--- src/hdl/radius_point_dedup_top_assert.svh ---
// assertion macros for the radius point dedup top level
// expects clk and rst in the scope where a macro is used
`ifndef RADIUS_POINT_DEDUP_TOP_ASSERT_SVH
`define RADIUS_POINT_DEDUP_TOP_ASSERT_SVH

// same-cycle implication
`define RPD_ASSERT_IMP(lbl, ante, cons, msg) \
  lbl: assert property (@(posedge clk) disable iff (rst) (ante) |-> (cons)) else $error(msg);

// next-cycle implication
`define RPD_ASSERT_NXT(lbl, ante, cons, msg) \
  lbl: assert property (@(posedge clk) disable iff (rst) (ante) |=> (cons)) else $error(msg);

`endif

--- src/hdl/rpd_pkg.sv ---
// shared constants and controller/datapath handshake types for radius point dedup
// no dependencies
`timescale 1ns / 1ps

package rpd_pkg;

  localparam int MAX_POINTS  = 64;
  localparam int COORD_W     = 24;
  localparam int RADIUS_W    = 16;
  localparam int R2_W        = 2 * RADIUS_W;
  localparam int CNT_W       = $clog2(MAX_POINTS + 1);
  localparam int ADDR_W      = $clog2(2 * MAX_POINTS);
  localparam int COUNT_OUT_W = 7;
  localparam int DIFF_W      = COORD_W + 1;
  localparam int SQ_W        = 2 * DIFF_W;
  localparam int SUM_W       = SQ_W + 2;
  localparam int ENTRY_W     = 3 * COORD_W;

  localparam logic [RADIUS_W-1:0] RADIUS_RESET = RADIUS_W'(200);

  // controller to datapath
  typedef struct packed {
    logic load;
    logic issue;
    logic commit;
  } rpd_cmd_t;

  // datapath to controller
  typedef struct packed {
    logic scan_done;
    logic pipe_empty;
    logic out_free;
  } rpd_sts_t;

endpackage

--- src/hdl/rpd_ctrl.sv ---
// sequencing state machine: accept, scan kept points, drain, commit result
// depends on rpd_pkg
`timescale 1ns / 1ps

module rpd_ctrl import rpd_pkg::*; (
  input  logic     clk,
  input  logic     rst,
  input  logic     in_valid,
  output logic     in_ready,
  input  rpd_sts_t sts,
  output rpd_cmd_t cmd
);

  typedef enum logic [3:0] {
    S_IDLE   = 4'b0001,
    S_SCAN   = 4'b0010,
    S_DRAIN  = 4'b0100,
    S_DECIDE = 4'b1000
  } ctrl_state_t;

  ctrl_state_t state, state_next;

  always_ff @(posedge clk) begin
    if (rst) begin
      state <= S_IDLE;
    end else begin
      state <= state_next;
    end
  end

  assign in_ready   = (state == S_IDLE);
  assign cmd.load   = in_ready && in_valid;
  assign cmd.issue  = (state == S_SCAN) && !sts.scan_done;
  assign cmd.commit = (state == S_DECIDE) && sts.out_free;

  always_comb begin
    state_next = state;
    unique case (state)
      S_IDLE: begin
        if (in_valid) state_next = S_SCAN;
      end
      S_SCAN: begin
        if (sts.scan_done) state_next = S_DRAIN;
      end
      S_DRAIN: begin
        // wait for the last compare to land
        if (sts.pipe_empty) state_next = S_DECIDE;
      end
      S_DECIDE: begin
        if (sts.out_free) state_next = S_IDLE;
      end
      default: state_next = S_IDLE;
    endcase
  end

endmodule

--- config.mk ---
export PLATFORM = sky130hd
export DESIGN_NAME = rpd_ctrl
export DESIGN_NICKNAME = d
export VERILOG_FILES = /design/src/hdl/radius_point_dedup_top_assert.svh /design/src/hdl/rpd_pkg.sv /design/src/hdl/rpd_ctrl.sv
export SDC_FILE = /design/constraint.sdc
export NUM_CORES = 1
export LEC_CHECK = 0
export BUFFER_PORTS_ARGS = -buffer_cell sky130_fd_sc_hd__buf_2
export CORE_AREA = 2 2 39 41
export DETAILED_ROUTE_END_ITERATION = 16
export DIE_AREA = 0 0 41 43
export PLACE_DENSITY = 0.4
export SLEW_MARGIN = 20
export SYNTH_ARGS = -nofsm -noshare
export SYNTH_HDL_FRONTEND = slang
export SYNTH_SLANG_ARGS = --single-unit
--- constraint.sdc ---
create_clock -name clk -period 1.3 [get_ports clk]
set_clock_uncertainty 0.05 [all_clocks]
set_input_delay 0.065 -clock clk [delete_from_list [all_inputs] [get_ports clk]]
set_output_delay 0.065 -clock clk [all_outputs]
set_load 0.02 [all_outputs]
======== After elaboration in Yosys (flattened, before gate mapping) ========
Index checks and enable logic that the tools add are counted.
cells by class
  add/sub/neg operators ................... 0
  multipliers ............................. 0
  div/mod/pow operators ................... 0
  order comparisons ....................... 0
  equality and inequality tests ........... 8
  shift-type cells ........................ 0
  mux-type cells .......................... 5
  bitwise logic cells ..................... 0
  reductions and logical operators ........ 5
operator list
  kind                                                             number
  4-bit two-way mux                                                4
  4-bit one-hot mux with 4 select lines                            1
  2-bit inequality test, second input constant                     4
  4-bit by 1-bit == test with 1-bit output, second input constant  1
  4-bit by 2-bit == test with 1-bit output, second input constant  1
  4-bit by 3-bit == test with 1-bit output, second input constant  1
  4-bit == test, second input constant                             1
  4-bit AND reduction                                              1
  1-bit logical AND                                                3
  1-bit logical NOT                                                1
storage, ports and cells
  register bits after elaboration ......... 4
  latch bits .............................. 0
  bits in writable memories ............... 0
  bits in read-only memories .............. 0
  input port bits ......................... 6
  memories kept ........................... 0

======== Longest topological paths before layout ========
  word-level depth ........................ 3
  depth in mapped cells ................... 4

======== Worst setup path before layout ========
Ideal clock, no wire load.
  path kind ............................... reg-to-reg
  start ................................... register state[1]
  end ..................................... register state[0]
  library setup time ...................... 0.115 ns
  arrival ................................. 1.310 ns
  required time ........................... 1.135 ns
  slack ................................... -0.174 ns
  stages on the path, launching flop included .. 5
  path buffers ............................ 1
  period minus slack after synthesis ...... 1.474 ns
  cell sequence ........................... dfxtp_1 -> buf_6 -> nor4b_2 -> and2_4 -> a21oi_2
on the way
  word-level cells in the longest chain between the ends .. 3
  elaborated cells on any way between the ends .. 10
  classes of those cells .................. eq/ne: 8; mux: 1; reduce/logical: 1
RTL lines
  item                                          RTL line        source
  from (decl)                                   rpd_ctrl.sv:21  ctrl_state_t state, state_next;
  from (signal assigned)                        rpd_ctrl.sv:27  state <= state_next;
  4-bit by 1-bit == test with 1-bit output (*)  n/a
  via in_ready                                  rpd_ctrl.sv:9   output logic in_ready,
  2-bit inequality test (no line)               n/a
  4-bit AND reduction (no line)                 n/a
The timed path passes the listed nets; every way through them passes the cells marked *.
A chain may end at the register's enable or synchronous reset.

==> flow_summary.json <==
{
  "root_buffer": "clkbuf_4",
  "hold_viol": 0,
  "fin_cells": 57,
  "clk_path_buf_depth": 2,
  "die_width_um": 41,
  "firstDrtPassIters": 2,
  "grt.overflow.total": 0,
  "core_area_mm2": 0.00138,
  "detail-route-antenna-nets": 0,
  "drv_slew": 0,
  "worstMarginPinSlew_ns": 0.223,
  "track_usage": 0.0913,
  "wl_per_cell_um": 11.3,
  "cts_made_buffers": 3,
  "rsz0062_at_grt": "yes",
  "p_leak_nw": 0.176,
  "path_class": "register to output port",
  "avgSynthCellArea_um2": 9.04,
  "place_area_um2": 314,
  "clkLatencyLatePin_ns": 0.23,
  "largest_reg_flops": 4,
  "ys_ff_latch": 4,
  "die_area_mm2": 0.00176,
  "arrival_ns": 1.18,
  "synthAdderAreaFrac": 0,
  "syn_area_um2": 244,
  "final_cell_area_um2": 374,
  "fmax_ghz": 0.773,
  "cts_hold_buf": 0,
  "diodes": 0,
  "grt_pass1_wl_mm": 1.04,
  "routed-via-count": 269,
  "gp_congestion": 0.720,
  "dp_slack_ns": 0.120,
  "synth-simple-area-share": 0.431,
  "synth_top_family_by_area": "simple AND/OR/NAND/NOR gates",
  "setup_violations": 0,
  "drt_iter0_markers": 7,
  "fp-row-count": 14,
  "drive_above_1_share": 0.512,
  "htree_levels": 1,
  "period_share": 0.995,
  "syn2layout_area_growth_pct": 53.3,
  "start_util": 0.176,
  "min_from": "rst",
  "syn_inst": 27,
  "powerDensity_mw_per_mm2": 981,
  "top_register": "state",
  "synth_cell_types": 20,
  "chipHeight_um": 43,
  "layout_commonest_cell": "buf_2",
  "final_cell_mix": "buf_2, nor4_1, clkbuf_4, buf_4",
  "r2r_start": "state[1]",
  "start_kind": "register",
  "io_buffers": 9,
  "synth_nets": 33,
  "yosysSeqAreaShare": 0.328,
  "yosys_warnings": 0,
  "outcome": "completed",
  "reg_top3": "state: 4 flops",
  "setup_ws_ns": 0.00670,
  "ir_drop_v": 0.000328,
  "wirelength_um": 643,
  "ios": 10,
  "clock-sinks": 4,
  "synth_compound_area_frac": 0.164,
  "cp-startpoint": "state[1]",
  "grt_pass1_vias": 262,
  "slew_headroom": 0.850,
  "antenna_found_initial": 0,
  "hp-class": "primary input to register",
  "clkTransAtPathRegs_ns": 0.04,
  "grt_max_degree": 10,
  "drv_cap": 0,
  "cts_tree": "done",
  "avgViaCountPerCell": 4.72,
  "drc": 0,
  "dp_cells": 52,
  "cp_max_fo": 6,
  "crit_required_ns": 1.19,
  "worst_setup_path_end_kind": "output port",
  "muxShareOfSynthArea": 0,
  "synth_xor_area_frac": 0,
  "layout.nets": 49,
  "finalCriticalPeriod_ns": 1.29
}
power by group:
part	internal [mW]	leakage (nW)	total, mW	switching, mW
Sequential	0.126	0.0347	0.134	0.00795
Combinational	0.0460	0.127	0.0796	0.0336
Clock	0.103	0.0138	0.153	0.0498
area by class of cell:
cell class	instances	area, um^2
Tap cell	16	20.0
Timing Repair Buffer	12	81.3
Inverter	2	7.51
Fill cell	156	1010
Sequential cell	4	88.8
Clock buffer	3	22.5
Multi-Input combinational cell	20	154
stage by stage:
step                      hold slack, ns  setup TNS [ns]  power (mW)   util
after floorplan                   0.0921               0       0.179      -
after global placement             0.269               0       0.201  0.227
after detailed placement           0.256               0       0.201  0.227
after CTS                       0.000116         -0.0391       0.362  0.250
after global routing              0.0162         -0.0458       0.394  0.270
final                             0.0173               0       0.367  0.270
worst paths after layout:
kind,end,slack [ns],depth (start not counted)
max,cmd[2],0.007,3
max reg2reg,state[0],0.18,3
min,state[1],0.02,2
min reg2reg,state[1],0.45,1
what timing repair did:
item | CTS | global route
gates resized for setup | 5 | 3
endpoints found under the setup margin | 3 | 2
cloned | 0 | 0
pin swaps | 0 | 2
buffers inserted | 0 | 2
cells by family (layout without fill, tap and decap cells):
kind of cell           Yosys count  count (layout)
AOI/OAI and AO/OA                6               6
buffers and inverters            3              17
DFF                              4               4
and+or+nand+nor                 14              14
cells in the mapped netlist, drive strengths merged:
library cell  count  area (um^2)
nor4              3         18.8
nand3b            1         7.51
o311a             1         10.0
nor3b             2         20.0
buf               1         11.3
nand2b            1         6.26
and2              1         8.76
a21oi             2         13.8
nor3              1         5.00
nor2              1         3.75
dfxtp             4         80.1
nand3             1         5.00
o21ai             2         10.0
a31oi             1         6.26
inv               2         7.51
nor2b             1         6.26
nor4b             2         23.8
critical path, stage by stage (launching register included):
cell and delay [ns]:
dfxtp_4 0.36, nor4b_4 0.28, and2_4 0.20, buf_6 0.11
metal layers:
layer,global-route usage,part of all wire,vias to the layer above
met4,0.0800,0,0
met5,0,0,-
li1,-,-,133
met1,0.103,0.46,129
met2,0.125,0.48,7
met3,0.0366,0.061,0
Note: power is estimated with default switching activity, not from simulation.
